[config.mk]
export PLATFORM = sky130hd
export DESIGN_NAME = gut_fifo
export DESIGN_NICKNAME = d
export VERILOG_FILES = /design/src/hdl/gut_fifo.sv
export SDC_FILE = /design/constraint.sdc
export NUM_CORES = 1
export LEC_CHECK = 0
export BUFFER_PORTS_ARGS = -buffer_cell sky130_fd_sc_hd__buf_2
export CORE_MARGIN = 8
export CORE_UTILIZATION = 55
export CTS_BUF_LIST = sky130_fd_sc_hd__clkbuf_4 sky130_fd_sc_hd__clkbuf_8 sky130_fd_sc_hd__clkbuf_16
export CTS_CLUSTER_SIZE = 12
export DETAILED_ROUTE_END_ITERATION = 12
export PLACE_DENSITY = 0.78
export RECOVER_POWER = 50
export SLEW_MARGIN = 0
export SYNTH_ARGS = -nofsm -noshare
export SYNTH_HDL_FRONTEND = slang
export SYNTH_SLANG_ARGS = --single-unit
[constraint.sdc]
create_clock -name clock -period 3.06 [get_ports clock]
set_clock_uncertainty 0.15 [all_clocks]
set_input_delay 0.918 -clock clock [delete_from_list [all_inputs] [get_ports clock]]
set_output_delay 0.918 -clock clock [all_outputs]
set_load 0.03 [all_outputs]
[src/hdl/gut_fifo.sv]
// Small register-based first-in first-out queue with an occupancy count.
module gut_fifo #(
   parameter int WIDTH = 8,
   parameter int DEPTH = 4
) (
   input  logic                       clock,
   input  logic                       reset,
   input  logic                       push,
   input  logic [WIDTH-1:0]           push_data,
   input  logic                       pop,
   output logic [WIDTH-1:0]           pop_data,
   output logic                       empty,
   output logic [$clog2(DEPTH+1)-1:0] count
);

   localparam int PW = (DEPTH > 1) ? $clog2(DEPTH) : 1;
   localparam int CW = $clog2(DEPTH + 1);

   logic [WIDTH-1:0] slot_ff [DEPTH];
   logic [PW-1:0]    wr_ptr_ff, wr_ptr_in;
   logic [PW-1:0]    rd_ptr_ff, rd_ptr_in;
   logic [CW-1:0]    count_ff, count_in;
   logic             do_pop;

   assign do_pop = pop && (count_ff != '0);

   always_comb begin
      wr_ptr_in = wr_ptr_ff;
      rd_ptr_in = rd_ptr_ff;
      count_in  = count_ff;
      if (push) begin
         wr_ptr_in = (wr_ptr_ff == PW'(DEPTH - 1)) ? '0 : wr_ptr_ff + 1'b1;
      end
      if (do_pop) begin
         rd_ptr_in = (rd_ptr_ff == PW'(DEPTH - 1)) ? '0 : rd_ptr_ff + 1'b1;
      end
      if (push && !do_pop) begin
         count_in = count_ff + 1'b1;
      end else if (!push && do_pop) begin
         count_in = count_ff - 1'b1;
      end
   end

   always_ff @(posedge clock) begin
      if (reset) begin
         wr_ptr_ff <= '0;
         rd_ptr_ff <= '0;
         count_ff  <= '0;
      end else begin
         wr_ptr_ff <= wr_ptr_in;
         rd_ptr_ff <= rd_ptr_in;
         count_ff  <= count_in;
      end
   end

   always_ff @(posedge clock) begin
      if (push) begin
         slot_ff[wr_ptr_ff] <= push_data;
      end
   end

   assign pop_data = slot_ff[rd_ptr_ff];
   assign empty    = (count_ff == '0);
   assign count    = count_ff;

endmodule

==> impl_metrics.json, run 1 <==
{
  "tns_ns": 0,
  "min_path_type": "reg2reg",
  "drive_above_1_share": 0.270,
  "place_congestion": 0.772,
  "synth_warnings": 0,
  "post-route-util": 0.646,
  "io_pins": 24,
  "clk_pin_slew_ns": 0.11,
  "wirelength_um": 2480,
  "cts_buffer_depth": 2,
  "min_path_cells": 2,
  "min_to": "rd_ptr_ff[0]",
  "cpPeakStageDelay_ns": 0.50,
  "drtPass1Iterations": 4,
  "yosysSeqAreaShare": 0.711,
  "grt_max_degree": 13,
  "drc": 0,
  "antenna_found_initial": 0,
  "r2r_slack_ns": 0.59,
  "numPortBuffers": 23,
  "path_max_fanout": 5,
  "clock_latency_ns": 0.33,
  "period_minus_slack_ns": 2.79,
  "post_cts_buffers": 0,
  "cts_tree": "yes",
  "drv_slew": 0,
  "n_antenna_cell": 0,
  "die_y_um": 70.0,
  "syn_area_um2": 1610,
  "period_share": 0.910,
  "fmax_mhz": 359,
  "r2r-end": "count[2]",
  "worstSetupPathType": "reg2out",
  "stdcell_count": 146,
  "holdBufCountCts": 0,
  "wl_per_cell_um": 17.0,
  "drtIter0Drc": 38,
  "grt_pass1_wl_um": 4250,
  "synth.distinct_cells": 19,
  "grt_pass1_vias": 889,
  "cts_buffers": 5,
  "start_util": 0.582,
  "dp_hpwl_um": 1850,
  "cp.required_ns": 1.99,
  "async_flop_share": 0,
  "max-vdd-ir-drop_uv": 608,
  "cts_sinks": 41,
  "final_cell_area_um2": 1780,
  "synthTopCellsByArea": "edfxtp_1, dfxtp_1, mux4_2",
  "critPathLaunchType": "register",
  "yosysTopAreaCell": "edfxtp_1",
  "h-tree-depth": 2,
  "synth-seq-cells": 41,
  "rsz0062_at_grt": "no",
  "setup_viol": 0,
  "drtAntennaViolNets": 0,
  "vias": 803,
  "cts_root_buf": "clkbuf_4",
  "power_density_nw_per_um2": 751,
  "synthTopCellsByCount": "edfxtp_1, dfxtp_1, mux4_2",
  "relSlewSlack": 0.620,
  "die_area_um2": 4900,
  "r2r_start": "count[0]",
  "dp.cells": 138,
  "fin_nets": 133,
  "area_growth_pct": 11.0,
  "overflow": 0,
  "netlist_instances": 85,
  "drv_cap": 0,
  "coreArea_um2": 2760,
  "hold_start": "rd_ptr_ff[0]",
  "synth_edf_count": 32,
  "worst-path-buf-inv": 2,
  "cp_cell_sequence": "buf_4 > mux4_2 > buf_2",
  "fillCellCount": 205,
  "die_w_um": 70.0,
  "worst_pin_slew_ns": 0.570,
  "num_rows": 19,
  "cpMaxStageDelayCell": "mux4_2",
  "p_leak_nw": 0.654,
  "yosysTopAreaCellShare": 0.599,
  "syn_nets": 104,
  "post_cts_resized": 0,
  "crit_family": "multiplexers",
  "crit_arrival_ns": 1.72,
  "via_per_inst": 5.50,
  "status": "completed",
  "synthFlopType": "edfxtp_1",
  "synth.most_common_cell": "edfxtp_1",
  "placed_cell_area_um2": 1760,
  "grt_use_total": 0.109,
  "end_kind": "primary output",
  "hold_viol": 0,
  "rr_worst_depth": 7,
  "avgSynthCellArea_um2": 18.9
}
-- per-stage QoR --
| step | hold slack, ns | power, W | setup WS [ns] |
|---|---|---|---|
| after floorplan | 0.312 | 0.00101 | 0.650 |
| after global placement | 0.335 | 0.00111 | 0.499 |
| after detailed placement | 0.343 | 0.00112 | 0.427 |
| after CTS | 0.364 | 0.00137 | 0.223 |
| after global routing | 0.403 | 0.00142 | 0.144 |
| final | 0.357 | 0.00134 | 0.275 |
-- sequential cells by signal, summed over array words and instances (netlist names), named ones only --
register,cells
rd_ptr_ff,2
wr_ptr_ff,2
count,3
slot_ff,32
-- cell families after synthesis --
kind of cell	share of synthesized area
compound gates	0.0249
xor+xnor	0.0109
fa+ha+maj	0.0592
buf+inv	0.0140
flops	0.711
mux	0.137
simple gates	0.0429
-- power breakdown --
group / internal [W] / switching [W] / leakage (nW)
registers: 0.000650 / 0.0000482 / 0.368
clock network: 0.0000965 / 0.000153 / 0.0354
logic: 0.000159 / 0.000232 / 0.251
-- area by class of cell --
type	count	area, um2	area share
tap	31	38.8	0.0218
clock buffer	6	45.0	0.0253
clock inverter	2	10.0	0.00562
multi-input combinational	39	424	0.238
timing repair buffer	24	111	0.0625
sequential	41	1140	0.640
inverter	3	11.3	0.00632
-- tightest hold or removal path, delay by kind of cell, from the launching register on --
kind | cells | cell delay [ns]
DFF | 1 | 0.34
and+or+nand+nor | 1 | 0.06
AOI/OAI and AO/OA | 1 | 0.07
-- placed cells by master (no fill, tap or decap), drive strengths merged, types with 2 or more instances in the layout --
cell / count
a21oi: 2
and2: 4
buf: 15
clkbuf: 15
clkinv: 2
dfxtp: 9
edfxtp: 32
ha: 6
inv: 3
mux2i: 4
mux4: 8
nor2: 6
or3: 2
xor2: 2
-- routing by layer --
metal  track usage  up-vias  routed length, um
met2         0.183       18               1290
met3        0.0424        5                148
met1         0.119      398                994
met5             0        -                  0
met4        0.0469        0                 40
li1              -      382                  -
-- worst max path at each step --
stage / from / endpoint / slack (ns) / cells after the start
floorplan: pop / count[2] / 0.65 / 7
global placement: pop / count[2] / 0.50 / 8
detailed placement: pop / count[2] / 0.43 / 8
CTS: register / pop_data[3] / 0.22 / 3
global route: register / pop_data[4] / 0.14 / 3
finish: register / pop_data[3] / 0.27 / 3
(Power assumes the default switching activity.)
==> run 2: changes to the inputs <==
clock period = 3.2 ns   (was 3.06 ns; I/O delays follow)
==> run 2 against run 1 <==
- flip-flop and latch count did not move
- non-clock buffer count fell by 1
- worst hold slack improved by 0.020 ns
- total power fell by 4.7%
- critical endpoint is now pop_data[0]
==> impl_metrics.json, run 2 (same netlist as run 1, synthesis figures left out) <==
{
  "post-place-ws_ns": 0.527,
  "vias": 806,
  "num_rows": 19,
  "crit_arrival_ns": 1.79,
  "post_cts_resized": 0,
  "cts_buffers": 5,
  "drv_cap": 0,
  "die_area_um2": 4900,
  "cts_buffer_depth": 2,
  "rsz0062_at_grt": "no",
  "cts_sinks": 41,
  "grt_max_degree": 13,
  "fin_nets": 132,
  "area_growth_pct": 10.6,
  "io_pins": 24,
  "tns_ns": 0,
  "r2r_slack_ns": 0.71,
  "n_antenna_cell": 0,
  "wl_per_cell_um": 16.8,
  "post_cts_buffers": 0,
  "hold_start": "count[2]",
  "min_to": "count[2]",
  "antenna_found_initial": 0,
  "worstSetupPathType": "reg2out",
  "holdBufCountCts": 0,
  "coreArea_um2": 2760,
  "drc": 0,
  "dp_hpwl_um": 1800,
  "hold_viol": 0,
  "rr_worst_depth": 7,
  "whs_ns": 0.377,
  "worst_pin_slew_ns": 0.557,
  "place_congestion": 0.764,
  "largest_reg_flops": 32,
  "grt_use_total": 0.107,
  "final_cell_area_um2": 1780,
  "h-tree-depth": 2,
  "clock_latency_ns": 0.33,
  "drtAntennaViolNets": 0,
  "path_max_fanout": 8,
  "critPathLaunchType": "register",
  "layout_commonest_cell": "edfxtp_1",
  "min_path_type": "reg2reg",
  "total_power_w": 0.00128,
  "cpMaxStageDelayCell": "dfxtp_1",
  "die_y_um": 70.0,
  "period_minus_slack_ns": 2.90,
  "drtIter0Drc": 68,
  "power_density_nw_per_um2": 719,
  "numPortBuffers": 23,
  "grt_pass1_wl_um": 4020,
  "drv_slew": 0,
  "relSlewSlack": 0.626,
  "placed_cell_area_um2": 1750,
  "drive_above_1_share": 0.254,
  "final_cell_mix": "edfxtp_1, buf_2, dfxtp_1, clkbuf_1, mux4_2",
  "regMostFlops": "slot_ff",
  "fmax_mhz": 345,
  "status": "completed",
  "overflow": 0,
  "worst-path-buf-inv": 1,
  "max-vdd-ir-drop_uv": 523,
  "cts_root_buf": "clkbuf_4",
  "p_leak_nw": 0.647,
  "die_w_um": 70.0,
  "setup_viol": 0,
  "cp_cell_sequence": "mux4_2 > buf_2",
  "drtPass1Iterations": 4,
  "min_path_cells": 2,
  "start_util": 0.582,
  "setup_ws_ns": 0.299,
  "wirelength_um": 2440,
  "clk_pin_slew_ns": 0.11,
  "end_kind": "primary output",
  "cpPeakStageDelay_ns": 0.68,
  "via_per_inst": 5.56,
  "cts_tree": "yes",
  "crit_family": "flip-flops",
  "r2r-end": "count[2]",
  "grt_pass1_vias": 875,
  "cp.required_ns": 2.09,
  "period_share": 0.907,
  "r2r_start": "count[0]"
}
==> run 2: changes by cell type in the layout (fill, tap and decap cells not counted), sizes merged <==
cell	before	now
buf	15	14
clkbuf	15	16
clkinv	2	1
==> run 2: per-layer routing <==
| layer | wire [um] | GRT usage | vias to the layer above |
|---|---|---|---|
| met2 | 1260 | 0.177 | 20 |
| met3 | 122 | 0.0523 | 9 |
| met5 | 0 | 0 | - |
| li1 | - | - | 382 |
| met4 | 59 | 0.0536 | 0 |
| met1 | 989 | 0.109 | 395 |
==> run 2: area by class of cell <==
cell class	instances	area, um2
clock buffer	7	52.6
timing repair buffer	23	104
inverter	3	11.3
tap	31	38.8
multi-input combinational	39	424
sequential	41	1140
clock inverter	1	3.75
fill	213	982
==> run 2: how the worst max path moves through the flow <==
| stage | endpoint | slack (ns) | depth (start not counted) |
|---|---|---|---|
| after floorplan | count[2] | 0.75 | 7 |
| after global placement | count[2] | 0.60 | 8 |
| after detailed placement | count[2] | 0.53 | 8 |
| after CTS | pop_data[0] | 0.24 | 2 |
| after global routing | pop_data[0] | 0.17 | 2 |
| final | pop_data[0] | 0.30 | 2 |
==> run 2: metrics by stage <==
step / instances / utilization
after floorplan: 85 / -
after detailed placement: 137 / 0.634
final: 145 / 0.644
after CTS: 145 / 0.654
after global placement: 137 / 0.634
after global routing: 145 / 0.644
==> run 2: worst min-delay path: cells and delay by family (launching register included) <==
| kind | cells | cell delay, ns |
|---|---|---|
| flip-flops | 1 | 0.35 |
| AO/OA/AOI/OAI | 2 | 0.14 |
==> run 2: report_power, final <==
| part | switching, W | leakage (nW) | internal, W |
|---|---|---|---|
| logic | 0.000206 | 0.245 | 0.000145 |
| clock network | 0.000144 | 0.0338 | 0.000101 |
| registers | 0.0000576 | 0.368 | 0.000622 |
==> run 3: changes to the inputs <==
CORE_ASPECT_RATIO = 0.8   (was unset)
CORE_UTILIZATION = 40   (was 55)
PLACE_DENSITY = 0.6   (was 0.78)
==> run 3 against run 2 <==
- global-route usage shrank 1.2 points
- die area increased by 29%
- first-iteration DRC count down 68%
- total power grew 8.8%
- via count decreased by 2.0%
- core utilization fell by 16 points
- combinational power about the same
- final area grew 4.2%
- sequential share of layout area is 2.6 points lower
- wire length grew 6.4%
- register-to-register slack improved by 0.03 ns
- worst setup slack gained 0.051 ns
- largest power group unchanged
==> impl_metrics.json, run 3 (same netlist as run 1, synthesis figures left out) <==
{
  "grt_pass1_vias": 877,
  "cpPeakStageDelay_ns": 0.68,
  "cts_root_buf": "clkbuf_8",
  "max-vdd-ir-drop_uv": 447,
  "highest_layer": "met4",
  "wl_per_cell_um": 15.3,
  "hold_viol": 0,
  "status": "completed",
  "r2r_slack_ns": 0.74,
  "critPathLaunchType": "register",
  "cp_cell_sequence": "mux4_2 > buf_2",
  "worst_pin_slew_ns": 0.593,
  "whs_ns": 0.356,
  "cp.required_ns": 2.09,
  "fmax_mhz": 351,
  "power_density_nw_per_um2": 750,
  "post_cts_buffers": 0,
  "drtAntennaViolNets": 0,
  "drtPass1Iterations": 2,
  "die_w_um": 86.8,
  "cpMaxStageDelayCell": "dfxtp_1",
  "relSlewSlack": 0.605,
  "worstSetupPathType": "reg2out",
  "grt_pass1_wl_um": 4310,
  "numPortBuffers": 23,
  "setup_viol": 0,
  "drv_cap": 0,
  "path_max_fanout": 8,
  "regMostFlops": "slot_ff",
  "post_cts_resized": 0,
  "die_y_um": 72.7,
  "post-place-ws_ns": 0.556,
  "coreArea_um2": 3830,
  "met1_length_um": 1020,
  "cts_sinks": 41,
  "placed_cell_area_um2": 1780,
  "num_rows": 20,
  "final_cell_mix": "edfxtp_1, buf_2, dfxtp_1, clkbuf_1, mux4_2",
  "vias": 790,
  "final_cell_area_um2": 1850,
  "largest_reg_flops": 32,
  "rsz0062_at_grt": "no",
  "overflow": 0,
  "wl_met2_um": 1300,
  "p_leak_nw": 0.668,
  "period_share": 0.891,
  "n_antenna_cell": 0,
  "drive_above_1_share": 0.263,
  "fin_nets": 132,
  "rr_worst_depth": 7,
  "io_pins": 24,
  "clk_pin_slew_ns": 0.08,
  "setup_ws_ns": 0.349,
  "wirelength_um": 2590,
  "period_minus_slack_ns": 2.85,
  "drc": 0,
  "dp_hpwl_um": 1870,
  "crit_end": "pop_data[5]",
  "via_per_inst": 4.67,
  "die_area_um2": 6310,
  "area_growth_pct": 15.3,
  "crit_arrival_ns": 1.74,
  "holdBufCountCts": 0,
  "wl_met3_um": 228,
  "r2r_start": "count[1]",
  "fillCellCount": 340,
  "min_path_type": "reg2reg",
  "layout_commonest_cell": "edfxtp_1",
  "start_util": 0.419,
  "grt_use_total": 0.0949,
  "end_kind": "primary output",
  "r2r-end": "count[2]",
  "post-route-util": 0.483,
  "drtIter0Drc": 22,
  "drv_slew": 0,
  "antenna_found_initial": 0,
  "clock_latency_ns": 0.29,
  "tns_ns": 0,
  "cts_buffers": 5,
  "h-tree-depth": 2,
  "cts_buffer_depth": 2,
  "place_congestion": 0.687,
  "cts_tree": "yes",
  "multi_input_area_um2": 424,
  "final-seq-area_um2": 1140,
  "grt_max_degree": 13
}
run 3: cell types whose count changed in the layout (fill, tap and decap cells not counted):
cell,change
clkbuf_4,-7
clkbuf_8,+7
and2_0,-1
and2_1,+1
clkinv_1,-1
clkinv_2,+1
run 3: worst min-delay path by stage:
stage                       from            to  cells past startpoint
finish              rd_ptr_ff[0]  rd_ptr_ff[0]                      2
global route        rd_ptr_ff[0]  rd_ptr_ff[0]                      2
CTS                 rd_ptr_ff[0]  rd_ptr_ff[0]                      2
detailed placement  rd_ptr_ff[0]      register                      2
global placement    rd_ptr_ff[0]  rd_ptr_ff[0]                      2
floorplan           rd_ptr_ff[0]      register                      2
run 3: final cells by class:
class | instances | area share
Clock buffer | 7 | 0.0521
Clock inverter | 1 | 0.00270
Inverter | 3 | 0.00609
Multi-Input combinational cell | 39 | 0.229
Sequential cell | 41 | 0.617
Tap cell | 55 | 0.0372
Timing Repair Buffer | 23 | 0.0561
run 3: worst max-delay path: cells and delay by family (launching register included):
kind | cells | cell delay, ns
DFF | 1 | 0.68
buffers and inverters | 1 | 0.19
muxes | 1 | 0.58
run 3: through the flow:
step,power (W),cells
after detailed placement,0.00107,161
after global placement,0.00105,161
after CTS,0.00143,169
final,0.00139,169
after global routing,0.00147,169
after floorplan,0.000969,85
run 3: report_power, final:
part	total (W)	internal (W)	switching [W]
Clock	0.000356	0.000195	0.000161
Combinational	0.000349	0.000144	0.000205
Sequential	0.000683	0.000622	0.0000606
Total	0.00139	0.000961	0.000427
run 3: routing by layer:
| layer | track usage | vias to the layer above |
|---|---|---|
| met5 | 0 | - |
| met4 | 0.0457 | 0 |
| met3 | 0.0551 | 6 |
| met2 | 0.159 | 20 |
| met1 | 0.0922 | 386 |
| li1 | - | 378 |
