## src/hdl/gut_pkg.sv

```systemverilog
// Shared types, constants and helper functions of the glyph upscale and transpose block.
package gut_pkg;

   // Default limits of the source glyph and of the magnification.
   localparam int MAX_WIDTH_DEF  = 32;
   localparam int MAX_HEIGHT_DEF = 32;
   localparam int MAX_SCALE_DEF  = 4;

   // Depths of the command queue and of the result queue.
   localparam int CMD_DEPTH = 4;
   localparam int RSP_DEPTH = 4;

   // Store address width needed by the 6-bit geometry registers (31 * 63 + 31 < 2048).
   localparam int ADDR_W = 11;

   // Configuration register indexes.
   localparam int          CSR_INDEX_W      = 2;
   localparam logic [1:0]  CSR_GLYPH_WIDTH  = 2'd0;
   localparam logic [1:0]  CSR_GLYPH_HEIGHT = 2'd1;
   localparam logic [1:0]  CSR_SCALE        = 2'd2;

   // Register reset values.
   localparam logic [5:0] WIDTH_RESET  = 6'd6;
   localparam logic [5:0] HEIGHT_RESET = 6'd8;
   localparam logic [2:0] SCALE_RESET  = 3'd1;

   // Request function codes.
   localparam logic FUNC_LOAD = 1'b0;
   localparam logic FUNC_READ = 1'b1;

   // Nibble masks of a packed pixel byte.
   localparam logic [7:0] HI_MASK = 8'hF0;
   localparam logic [7:0] LO_MASK = 8'h0F;

   // Classified command handed from the front end to the back end.
   typedef struct packed {
      logic              is_read;
      logic              oor;
      logic              odd_col;
      logic [ADDR_W-1:0] addr_lo;
      logic [ADDR_W-1:0] addr_hi;
      logic [7:0]        load_byte;
   } cmd_type;

   // Result transaction.
   typedef struct packed {
      logic [7:0] pixel_pair;
      logic       out_of_range;
   } rsp_type;

   // Divide a 7-bit coordinate by a scale of 1 to 4; a third is a reciprocal multiply.
   function automatic logic [6:0] div_by_scale(input logic [6:0] v, input logic [2:0] s);
      logic [15:0] prod;
      logic [6:0]  q;
      prod = 16'(v) * 16'd171;
      case (s)
         3'd1:    q = v;
         3'd2:    q = v >> 1;
         3'd3:    q = prod[15:9];
         3'd4:    q = v >> 2;
         default: q = v;
      endcase
      return q;
   endfunction

   // Select one pixel of a packed byte: the even pixel sits in the high nibble.
   function automatic logic [3:0] pick_pixel(input logic [7:0] b, input logic odd);
      logic [7:0] hi_part;
      logic [7:0] lo_part;
      hi_part = (b & HI_MASK) >> 4;
      lo_part = b & LO_MASK;
      return odd ? lo_part[3:0] : hi_part[3:0];
   endfunction

endpackage

```

## src/hdl/gut_front.sv

```systemverilog
// Front end: geometry registers, request classification and store address generation.
module gut_front #(
   parameter int MAX_WIDTH  = gut_pkg::MAX_WIDTH_DEF,
   parameter int MAX_HEIGHT = gut_pkg::MAX_HEIGHT_DEF,
   parameter int MAX_SCALE  = gut_pkg::MAX_SCALE_DEF,
   parameter int CMD_DEPTH  = gut_pkg::CMD_DEPTH
) (
   input  logic                              clock,
   input  logic                              reset,
   input  logic                              req_push,
   output logic                              req_full,
   input  logic                              req_func,
   input  logic [8:0]                        req_load_addr,
   input  logic [7:0]                        req_load_byte,
   input  logic [6:0]                        req_out_column,
   input  logic [5:0]                        req_out_pair,
   input  logic                              csr_write,
   input  logic [gut_pkg::CSR_INDEX_W-1:0]   csr_index,
   input  logic [7:0]                        csr_wdata,
   input  logic [$clog2(CMD_DEPTH+1)-1:0]    cmd_count,
   output logic                              cmd_push,
   output gut_pkg::cmd_type                  cmd_data
);

   localparam int STORE_DEPTH = (MAX_WIDTH / 2) * MAX_HEIGHT;

   typedef struct packed {
      logic       is_read;
      logic       oor;
      logic [8:0] load_addr;
      logic [7:0] load_byte;
      logic [6:0] sx;
      logic [6:0] sy_lo;
      logic [6:0] sy_hi;
   } stage_type;

   logic [5:0] width_ff, width_in;
   logic [5:0] height_ff, height_in;
   logic [2:0] scale_ff, scale_in;

   logic       s1_v_ff, s2_v_ff;
   stage_type  s1_ff, s1_in;
   gut_pkg::cmd_type s2_ff, s2_in;

   logic       accept;
   logic [8:0] scaled_w, scaled_h;
   logic [6:0] row_lo, row_hi;
   logic [11:0] load_limit;
   logic [4:0] half_w;
   logic [5:0] wv, hv;
   logic [2:0] sv;

   // Geometry registers; illegal values are dropped.
   assign wv = csr_wdata[5:0];
   assign hv = csr_wdata[5:0];
   assign sv = csr_wdata[2:0];

   always_comb begin
      width_in  = width_ff;
      height_in = height_ff;
      scale_in  = scale_ff;
      if (csr_write) begin
         case (csr_index)
            gut_pkg::CSR_GLYPH_WIDTH: begin
               if (wv >= 6'd2 && 32'(wv) <= MAX_WIDTH && !wv[0]) begin
                  width_in = wv;
               end
            end
            gut_pkg::CSR_GLYPH_HEIGHT: begin
               if (hv >= 6'd2 && 32'(hv) <= MAX_HEIGHT && !hv[0]) begin
                  height_in = hv;
               end
            end
            gut_pkg::CSR_SCALE: begin
               if (sv >= 3'd1 && 32'(sv) <= MAX_SCALE) begin
                  scale_in = sv;
               end
            end
            default: begin
            end
         endcase
      end
   end

   // Credits: queued commands plus those still in the two front stages.
   assign req_full = (32'(cmd_count) + 32'(s1_v_ff) + 32'(s2_v_ff)) >= CMD_DEPTH;
   assign accept   = req_push && !req_full;

   // Stage one: bounds checks and division of the coordinates by the scale.
   assign scaled_w   = 9'(width_ff) * 9'(scale_ff);
   assign scaled_h   = 9'(height_ff) * 9'(scale_ff);
   assign row_lo     = {req_out_pair, 1'b0};
   assign row_hi     = {req_out_pair, 1'b1};
   assign load_limit = 12'(width_ff[5:1]) * 12'(height_ff);

   always_comb begin
      s1_in.is_read   = (req_func == gut_pkg::FUNC_READ);
      s1_in.load_addr = req_load_addr;
      s1_in.load_byte = req_load_byte;
      s1_in.sx        = gut_pkg::div_by_scale(req_out_column, scale_ff);
      s1_in.sy_lo     = gut_pkg::div_by_scale(row_lo, scale_ff);
      s1_in.sy_hi     = gut_pkg::div_by_scale(row_hi, scale_ff);
      if (req_func == gut_pkg::FUNC_READ) begin
         s1_in.oor = (9'(req_out_column) >= scaled_w) || (9'(row_hi) >= scaled_h);
      end else begin
         s1_in.oor = (12'(req_load_addr) >= load_limit) ||
                     (32'(req_load_addr) >= STORE_DEPTH);
      end
   end

   // Stage two: row-major byte addresses of the two source rows.
   assign half_w = width_ff[5:1];

   always_comb begin
      s2_in.is_read   = s1_ff.is_read;
      s2_in.oor       = s1_ff.oor;
      s2_in.odd_col   = s1_ff.sx[0];
      s2_in.load_byte = s1_ff.load_byte;
      if (s1_ff.is_read) begin
         s2_in.addr_lo = gut_pkg::ADDR_W'(12'(s1_ff.sy_lo) * 12'(half_w)) +
                         gut_pkg::ADDR_W'(s1_ff.sx[6:1]);
         s2_in.addr_hi = gut_pkg::ADDR_W'(12'(s1_ff.sy_hi) * 12'(half_w)) +
                         gut_pkg::ADDR_W'(s1_ff.sx[6:1]);
      end else begin
         s2_in.addr_lo = gut_pkg::ADDR_W'(s1_ff.load_addr);
         s2_in.addr_hi = gut_pkg::ADDR_W'(s1_ff.load_addr);
      end
   end

   always_ff @(posedge clock) begin
      if (reset) begin
         width_ff  <= gut_pkg::WIDTH_RESET;
         height_ff <= gut_pkg::HEIGHT_RESET;
         scale_ff  <= gut_pkg::SCALE_RESET;
         s1_v_ff   <= 1'b0;
         s2_v_ff   <= 1'b0;
      end else begin
         width_ff  <= width_in;
         height_ff <= height_in;
         scale_ff  <= scale_in;
         s1_v_ff   <= accept;
         s2_v_ff   <= s1_v_ff;
      end
   end

   always_ff @(posedge clock) begin
      s1_ff <= s1_in;
      s2_ff <= s2_in;
   end

   assign cmd_push = s2_v_ff;
   assign cmd_data = s2_ff;

endmodule

```

## config.mk

```make
export PLATFORM = sky130hd
export DESIGN_NAME = gut_front
export DESIGN_NICKNAME = d
export VERILOG_FILES = /design/src/hdl/gut_pkg.sv /design/src/hdl/gut_front.sv
export SDC_FILE = /design/constraint.sdc
export NUM_CORES = 1
export LEC_CHECK = 0
export BUFFER_PORTS_ARGS = -buffer_cell sky130_fd_sc_hd__clkbuf_2
export CORE_MARGIN = 2
export CORE_UTILIZATION = 50
export CTS_CLUSTER_SIZE = 14
export DETAILED_ROUTE_END_ITERATION = 16
export PLACE_DENSITY = 0.68
export SYNTH_ARGS = -nofsm -noshare
export SYNTH_HDL_FRONTEND = slang
export SYNTH_SLANG_ARGS = --single-unit
```

## constraint.sdc

```tcl
create_clock -name clock -period 6.3 [get_ports clock]
set_input_delay 1.89 -clock clock [delete_from_list [all_inputs] [get_ports clock]]
set_output_delay 1.89 -clock clock [all_outputs]
set_load 0.005 [all_outputs]
```

==> summary.md, run 1 <==
| Metric | Value |
|---|---|
| Clk_lat worst skew | `0.35 ns` |
| Fin. Hold Viols | `0` |
| Synthesized area per cell | `about 9 sq um` |
| Setup CP Type | `in2reg` |
| Inserted Clock Buffers | `9` |
| H-tree depth | `3` |
| Multi-input logic area | `about 0.0070 sq mm` |
| Cell count after synthesis | `roughly 1,100` |
| Crit path DAT | `between 5 and 6 ns` |
| Setup Skew | `~0.012 ns` |
| Post-CTS setup buffer count | `0` |
| Final worst slack | `1.09 ns` |
| Worst-margin pin slew | `0.982 ns` |
| CTS tree | `built` |
| Gpl congestion | `approximately 0.87` |
| IO Count | `just over 80` |
| Ys Warns | `0` |
| Cell Area, Synth | `~0.0095 sq mm` |
| Clk sink count | `89` |
| HPWL Detailed | `~15,000 um` |
| Die X-Extent | `142 um` |
| PD cells | `around 210 mW/mm^2` |
| Crit path time final | `between 5 and 6 ns` |
| Critical-path maximum fanout | `8` |
| CP endpoint kind | `flop` |
| Die Area | `around 0.02 sq mm` |
| Number of flops mapped to enable cells by yosys | `0` |
| Slowest stage cell, crit path | `fa_1` |
| Die Y | `roughly 140 um` |
| Async S/R FF share, synth | `0%` |
| Cells on worst reg2reg path | `16` |
| Syn Nets | `between 1,000 and 1,500` |
| Final antenna-violating net count | `0` |
| Crit. Startpoint | `req_out_column[4]` |
| Longest Clk Path Bufs | `2` |
| Final period utilization | `82.7%` |
| Hold-fix buffer count after cts | `0` |
| Layout cells sized above 1 | `approximately 11%` |
| Setup TNS | `0 ns` |
| Flop2flop setup slack | `between 1.5 and 2 ns` |
| Num rows | `50` |
| Initial antenna violation count | `0` |
| Worst VDD drop | `around 0.11 mV` |
| Area growth syn-to-layout | `9.32%` |
| Post-place setup slack | `0.738 ns` |
| Data required, critical path | `roughly 6.6 ns` |
| Cell taking the most area after synthesis | `ha_1` |
| Routed WL | `18,700 um` |
| GRT Overall Usage | `around 20%` |
| Slew Limit Fails | `0` |
| Initial core utilization | `around half` |
| P_leak | `approximately 5.5 nW` |
| Endpoints failing setup | `0` |
| Worst path max stage delay | `around 0.52 ns` |
| Register area | `0.00178 sq mm` |
| Hold Crit Class | `reg2reg` |
| Commonest cells post-synth | `ha_1, inv_1, nand2_1` |
| Max Freq | `roughly 190 MHz` |
| Average wire per standard cell | `around 14 um` |
| Seq cells post-synth | `about 90` |
| Top post-synthesis cells by area | `ha_1, dfxtp_1, fa_1, inv_1, nand2_1` |
| 1st-iter DRT viols | `about 420` |
| DR vias/cell | `between 5 and 6` |
| Status | `finished, final reports clean` |
| DRC | `0` |
| Max_cap viols | `0` |
| Reg-to-Reg Start | `width_ff[5]` |
| RSZ-0062 raised after global routing | `false` |
| CP endpoint | `s1_ff[19]` |
| Resize count post-CTS | `0` |
| Global-route wire length before repair | `about 32,000 um` |
| Critical path launch point type | `input port` |
| Netlist cell types | `67` |
| Relative slew slack | `~34%` |
| Final #Nets | `around 1,400` |
| Most common cell in the synthesized netlist | `ha_1` |
| CTS clock-pin slew for the worst setup and hold paths | `about 0.07 ns` |
| Yosys top cell area share | `between 20% and 30%` |
| Ys flop type | `dfxtp_1` |
| Root Driver | `clkbuf_16` |
| Sequential share of the synthesized area | `a little under a fifth` |
| Reg2Reg Capture Point | `s1_ff[38]` |
| Core area | `roughly 0.019 sq mm` |
| # diodes | `0` |
| I/O Buffers | `80` |
| Drt first pass iters | `5` |
| Filler Cells Inserted | `1,666` |
| Largest net degree at the start of global routing | `35` |
| Critical path cell sequence | `clkbuf_2 -> ha_1 -> fa_1 -> inv_1 -> fa_1 -> inv_1 -> fa_1 -> ha_1 -> inv_1 -> or3_1 -> o221ai_2 -> o31ai_1 -> xor2_1 -> o21ai_0` |
| Grt ovf | `0` |
| Vias in the first global route | `a little under 7,000` |
| Via count of the routed design | `around 7,000` |
## worst max-delay path: cells and delay by family
family          cells  cell delay (ns)
buf+inv             4             0.35
fa+ha+maj           5             2.16
compound gates      3             0.54
xor+xnor            1             0.15
simple gates        1             0.39
## worst min path at each step
stage                    from  slack, ns  cells past startpoint            to
floorplan           s1_ff[21]       0.31                      0   cmd_data[0]
global placement    s1_ff[38]       0.31                      0  cmd_data[31]
detailed placement  s1_ff[38]       0.31                      0  cmd_data[31]
CTS                 s1_ff[26]       0.33                      0   cmd_data[5]
global route        s1_ff[26]       0.33                      0   cmd_data[5]
finish              s1_ff[38]       0.33                      0  cmd_data[31]
## layout make-up
cell class,instances,share of cell area [%]
Clock buffer,9,2.17
Clock inverter,7,0.794
Inverter,150,5.41
Multi-Input combinational cell,785,67.8
Sequential cell,89,17.1
Tap cell,234,2.81
Timing Repair Buffer,81,3.92
## registers in the layout, indices dropped and copies added, names as in the netlist
register / count
s1_ff: 39
width_ff: 6
cmd_data: 33
cmd_push: 1
s1_v_ff: 1
height_ff: 6
scale_ff: 3
## cell usage in the layout, fill, tap and decap left out, types with 24 or more instances in the layout
cell and instances:
and2_1 63, o21ai_0 31, ha_1 171, clkbuf_2 80, fa_1 84, nand2_1 124, nor2_1 31, dfxtp_1 89
xnor2_1 24, inv_1 150, a21oi_1 40
## through the flow
stage	cells	hold WS [ns]	cell area [sq um]	power, W	utilization [%]
after global placement	1339	0.311	10100	0.00163	54.0
final	1355	0.328	10400	0.00220	55.6
after floorplan	1055	0.310	9520	0.00140	-
after detailed placement	1339	0.312	10100	0.00165	54.0
after global routing	1355	0.334	10400	0.00240	55.6
after CTS	1355	0.326	10400	0.00222	55.6
## report_power, final
part	total [W]	switching, W	internal [W]
registers	0.000662	0.0000375	0.000624
logic	0.000974	0.000532	0.000442
clock network	0.000560	0.000245	0.000315
## routing by layer
metal  share of wire [%]  up-vias  GRT usage [%]
li1                    -     3639              -
met1                  49     3346           26.9
met2                  46      143           32.7
met3                 3.8       26           2.83
met4                 2.0        0           6.68
met5                   0        -              0
## kinds of logic after synthesis
| group | synth area share, % |
|---|---|
| AO/OA/AOI/OAI | 12.9 |
| flip-flops | 18.7 |
| multiplexers | 1.16 |
| adder cells (fa/ha/maj) | 40.2 |
| XOR/XNOR | 3.59 |
| buffers and inverters | 7.19 |
| AND/OR/NAND/NOR | 16.3 |
Note: power is estimated with default switching activity, not from simulation.
==> run 2, diff against run 1 <==
==> constraint.sdc (replaced) <==
create_clock -name clock -period 5 [get_ports clock]
set_input_delay 1.5 -clock clock [delete_from_list [all_inputs] [get_ports clock]]
set_output_delay 1.5 -clock clock [all_outputs]
set_load 0.005 [all_outputs]
==> run 2 against run 1 <==
Compared with the run above: cell count grew 1.8%; combinational power up 30%; total power is 25% higher; clock skew grew 0.0046 ns; highest routed layer unchanged; wire length is 2.7% higher; sequential share of layout area shrank 0.24 points; largest power group unchanged; worst hold slack got worse by 0.0024 ns; clock-buffer cell count is 1 higher.
==> summary.md, run 2 (synthesis results as in run 1) <==
| Metric | Value |
|---|---|
| Via count of the routed design | `approximately 7,300` |
| Global-route wire length before repair | `between 30,000 and 40,000 um` |
| Initial antenna violation count | `0` |
| IO Count | `83` |
| PD cells | `261 mW/mm^2` |
| Endpoints failing setup | `0` |
| Max_cap viols | `0` |
| Inserted Clock Buffers | `9` |
| Data required, critical path | `between 5 and 6 ns` |
| Die X-Extent | `approximately 140 um` |
| Slowest stage cell, crit path | `fa_1` |
| CP endpoint kind | `flop` |
| Setup CP Type | `in2reg` |
| Routed WL | `19,200 um` |
| Crit path DAT | `approximately 5.0 ns` |
| H-tree depth | `3` |
| Area growth syn-to-layout | `10.9%` |
| # diodes | `0` |
| Filler Cells Inserted | `approximately 1,700` |
| Flop2flop setup slack | `0.73 ns` |
| Layout cells sized above 1 | `between 10% and 20%` |
| Root Driver | `clkbuf_16` |
| Largest register FFs | `39` |
| Reg with most FFs | `s1_ff` |
| Post-CTS setup buffer count | `0` |
| P_leak | `approximately 5.6 nW` |
| Final antenna-violating net count | `0` |
| Status | `finished, final reports clean` |
| GRT Overall Usage | `between 20% and 30%` |
| HPWL Detailed | `approximately 16,000 um` |
| Post-place setup slack | `-0.0878 ns` |
| I/O Buffers | `80` |
| RSZ-0062 raised after global routing | `false` |
| Total power | `between 0.002 and 0.003 W` |
| Critical-path maximum fanout | `4` |
| Most frequent cells in the layout | `ha_1, inv_1, nand2_1` |
| Commonest non-fill, non-tap cell in the layout | `ha_1` |
| Fin. Hold Viols | `0` |
| Drt first pass iters | `5` |
| Die Area | `roughly 0.02 sq mm` |
| Largest net degree at the start of global routing | `35` |
| Grt ovf | `0` |
| CTS clock-pin slew for the worst setup and hold paths | `~0.06 ns` |
| Crit path time final | `4.70 ns` |
| Clk sink count | `89` |
| Resize count post-CTS | `0` |
| 1st-iter DRT viols | `363` |
| Clk_lat worst skew | `between 0.3 and 0.4 ns` |
| CTS tree | `built` |
| Num rows | `50` |
| Final worst slack | `between 0.2 and 0.3 ns` |
| Vias in the first global route | `7,097` |
| Setup Skew | `approximately 0.017 ns` |
| Hold Crit Class | `reg2reg` |
| Slew Limit Fails | `0` |
| Die Y | `approximately 140 um` |
| Max Freq | `~210 MHz` |
| Worst path max stage delay | `roughly 0.52 ns` |
| Final Util | `56.4%` |
| Worst VDD drop | `approximately 0.18 mV` |
| Worst-margin pin slew | `roughly 0.99 ns` |
| Critical path launch point type | `input port` |
| Gpl congestion | `between 0.8 and 0.9` |
| Hold-fix buffer count after cts | `0` |
| DRC | `0` |
| Critical path cell sequence | `clkbuf_2 -> ha_1 -> fa_1 -> inv_1 -> fa_1 -> inv_1 -> fa_1 -> ha_1 -> inv_1 -> or3_1 -> o221ai_2 -> o31ai_1 -> xor2_1 -> o21ai_0` |
| Relative slew slack | `about a third` |
| DR vias/cell | `approximately 5.3` |
| Final #Nets | `approximately 1,400` |
| Average wire per standard cell | `13.9 um` |
| Core area | `between 0.015 and 0.02 sq mm` |
| Longest Clk Path Bufs | `2` |
| Initial core utilization | `about half` |
| Final period utilization | `between 90 and 100%` |
==> run 2: worst max-delay path: cells and delay by family <==
kind	cells	cell delay, ns
xor+xnor	1	0.15
simple gates	1	0.38
buf+inv	4	0.28
compound gates	3	0.52
fa+ha+maj	5	2.13
==> run 2: stage by stage <==
stage | hold slack (ns) | setup TNS, ns | instance area (sq um) | std cells
detailed placement | 0.312 | -0.131 | 10300 | 1363
global placement | 0.310 | -0.0162 | 10300 | 1363
floorplan | 0.310 | 0 | 9520 | 1055
global route | 0.339 | 0 | 10600 | 1379
CTS | 0.327 | 0 | 10600 | 1379
finish | 0.326 | 0 | 10600 | 1379
==> run 2: report_power, final <==
part | total (W) | internal, W | switching [W]
Combinational | 0.00127 | 0.000589 | 0.000684
Clock | 0.000648 | 0.000344 | 0.000304
Sequential | 0.000831 | 0.000787 | 0.0000445
==> run 2: final cells by class <==
| cell class | count | area, sq um | area share [%] |
|---|---|---|---|
| tap | 234 | 293 | 2.77 |
| clock inverter | 6 | 47.5 | 0.451 |
| clock buffer | 10 | 229 | 2.17 |
| sequential | 89 | 1780 | 16.9 |
| multi-input combinational | 785 | 7050 | 66.8 |
| timing repair buffer | 105 | 588 | 5.57 |
| inverter | 150 | 563 | 5.34 |
==> run 2: routing by layer <==
layer	vias to the layer above	global-route usage, %	share of wire, %
met3	16	2.62	3.7
met5	-	0	0
li1	3685	-	-
met2	134	35.1	48
met4	0	4.26	1.1
met1	3494	26.8	48
==> run 2: path summary, 6_finish.rpt <==
kind	cells past startpoint	start	to
hold / removal	0	s1_ff[25]	cmd_data[4]
hold reg to reg	0	s1_ff[25]	cmd_data[4]
setup reg to reg	16	height_ff[0]	s1_ff[38]
setup / recovery	14	req_out_column[4]	s1_ff[19]
==> run 3, diff against run 2 <==
--- a/config.mk
+++ b/config.mk
@@ -11,6 +11,7 @@
 export CTS_CLUSTER_SIZE = 14
 export DETAILED_ROUTE_END_ITERATION = 16
 export PLACE_DENSITY = 0.68
+export RECOVER_POWER = 50
 export SYNTH_ARGS = -nofsm -noshare
 export SYNTH_HDL_FRONTEND = slang
 export SYNTH_SLANG_ARGS = --single-unit
==> run 3 against run 2 <==
Compared with the run above: register-to-register slack about the same; die area unchanged; critical path type unchanged; sequential share of layout area up 0.052 points; cell count unchanged.
==> summary.md, run 3 (synthesis results as in run 1) <==
| Metric | Value |
|---|---|
| Endpoints failing setup | `0` |
| RSZ-0062 raised after global routing | `false` |
| Grt ovf | `0` |
| # diodes | `0` |
| Worst-margin pin slew | `0.989 ns` |
| Critical-path maximum fanout | `4` |
| Final period utilization | `a little over nine tenths` |
| Gpl congestion | `0.835` |
| Hold-fix buffer count after cts | `0` |
| Die Area | `0.0201 sq mm` |
| Largest net degree at the start of global routing | `35` |
| Vias in the first global route | `7,097` |
| Via count of the routed design | `~7,300` |
| Most frequent cells in the layout | `ha_1, inv_1, nand2_1` |
| Routed WL | `approximately 19,000 um` |
| Clk sink count | `between 80 and 90` |
| CP endpoint kind | `flop` |
| Commonest non-fill, non-tap cell in the layout | `ha_1` |
| Num rows | `50` |
| Met3 usage | `under 10%` |
| Setup Skew | `between 0.015 and 0.02 ns` |
| Crit path time final | `about 4.7 ns` |
| H-tree depth | `3` |
| Root Driver | `clkbuf_16` |
| M2 GR Usage | `35.1%` |
| Data required, critical path | `~5.3 ns` |
| Final #Nets | `approximately 1,400` |
| Status | `finished, final reports clean` |
| Longest Clk Path Bufs | `2` |
| Critical path cell sequence | `clkbuf_2 -> ha_1 -> fa_1 -> inv_1 -> fa_1 -> inv_1 -> fa_1 -> ha_1 -> inv_1 -> or3_1 -> o221ai_2 -> o31ai_1 -> xor2_1 -> o21ai_0` |
| Worst path max stage delay | `about 0.52 ns` |
| Critical path launch point type | `input port` |
| Relative slew slack | `approximately a third` |
| Slew Limit Fails | `0` |
| CTS clock-pin slew for the worst setup and hold paths | `0.06 ns` |
| Setup CP Type | `in2reg` |
| PD cells | `roughly 260 mW/mm^2` |
| Max_cap viols | `0` |
| Die Y | `142 um` |
| Core area | `between 0.015 and 0.02 sq mm` |
| Max Freq | `213 MHz` |
| GRT Overall Usage | `20.1%` |
| Inserted Clock Buffers | `9` |
| HPWL Detailed | `approximately 16,000 um` |
| Clk_lat worst skew | `0.36 ns` |
| DR vias/cell | `~5.3` |
| Worst VDD drop | `around 0.18 mV` |
| Slowest stage cell, crit path | `fa_1` |
| Final antenna-violating net count | `0` |
| Top Usage Layer GRT | `met2` |
| Final Util | `56.2%` |
| Layout cells sized above 1 | `a little over a tenth` |
| Drt first pass iters | `5` |
| Hold Crit Class | `reg2reg` |
| Largest register FFs | `39` |
| Initial core utilization | `50.9%` |
| Die X-Extent | `142 um` |
| P_leak | `between 5 and 6 nW` |
| Crit path DAT | `around 5.0 ns` |
| CTS tree | `built` |
| I/O Buffers | `80` |
| 1st-iter DRT viols | `approximately 380` |
| Total power | `around 0.0027 W` |
| Average wire per standard cell | `roughly 14 um` |
| Reg with most FFs | `s1_ff` |
| Initial antenna violation count | `0` |
| Area growth syn-to-layout | `10.5%` |
| Met1 usage | `a little over a quarter` |
| DRC | `0` |
| Filler Cells Inserted | `~1,700` |
| IO Count | `83` |
| Post-CTS setup buffer count | `0` |
| Resize count post-CTS | `0` |
| Fin. Hold Viols | `0` |
| Global-route wire length before repair | `33,300 um` |
[run 3: worst max-delay path: cells and delay by family]
| family | cells | cell delay, ns |
|---|---|---|
| AND/OR/NAND/NOR | 1 | 0.38 |
| AO/OA/AOI/OAI | 3 | 0.52 |
| adder cells (fa/ha/maj) | 5 | 2.13 |
| buffers and inverters | 4 | 0.28 |
| XOR/XNOR | 1 | 0.15 |
[run 3: layout make-up]
cell class              instances  area (sq um)  share of cell area [%]
repair buffers                105           561                    5.33
multi-input cells             785          7040                    67.0
well taps                     234           293                    2.78
flip-flops and latches         89          1780                    16.9
clock inverters                 6          47.5                   0.452
inverters                     150           563                    5.35
clock buffers                  10           229                    2.18
[run 3: metal layers]
metal  up-vias  wire [um]
li1       3686          -
met1      3508       9060
met2       134       9280
met3        17        667
met4         0        182
met5         -          0
[run 3: stage by stage]
step	hold slack (ns)	cells	worst slack [ns]	cell area, sq um	TNS (ns)
final	0.326	1379	0.296	10500	0
after global routing	0.339	1379	0.0351	10500	0
after CTS	0.327	1379	0.288	10600	0
after detailed placement	0.312	1363	-0.0878	10300	-0.131
after global placement	0.310	1363	-0.0162	10300	-0.0162
after floorplan	0.310	1055	0.265	9520	0
[run 3: path summary, 6_finish.rpt]
path                     start          end  slack, ns  cells after the start
max          req_out_column[4]    s1_ff[19]       0.30                     14
min                  s1_ff[25]  cmd_data[4]       0.33                      0
max reg2reg        scale_ff[1]    s1_ff[38]       0.72                     15
min reg2reg          s1_ff[25]  cmd_data[4]       0.33                      0
[run 3: power breakdown]
part / switching [W] / internal (W) / total [W]
combinational: 0.000685 / 0.000582 / 0.00127
clock: 0.000305 / 0.000344 / 0.000649
sequential: 0.0000445 / 0.000787 / 0.000831
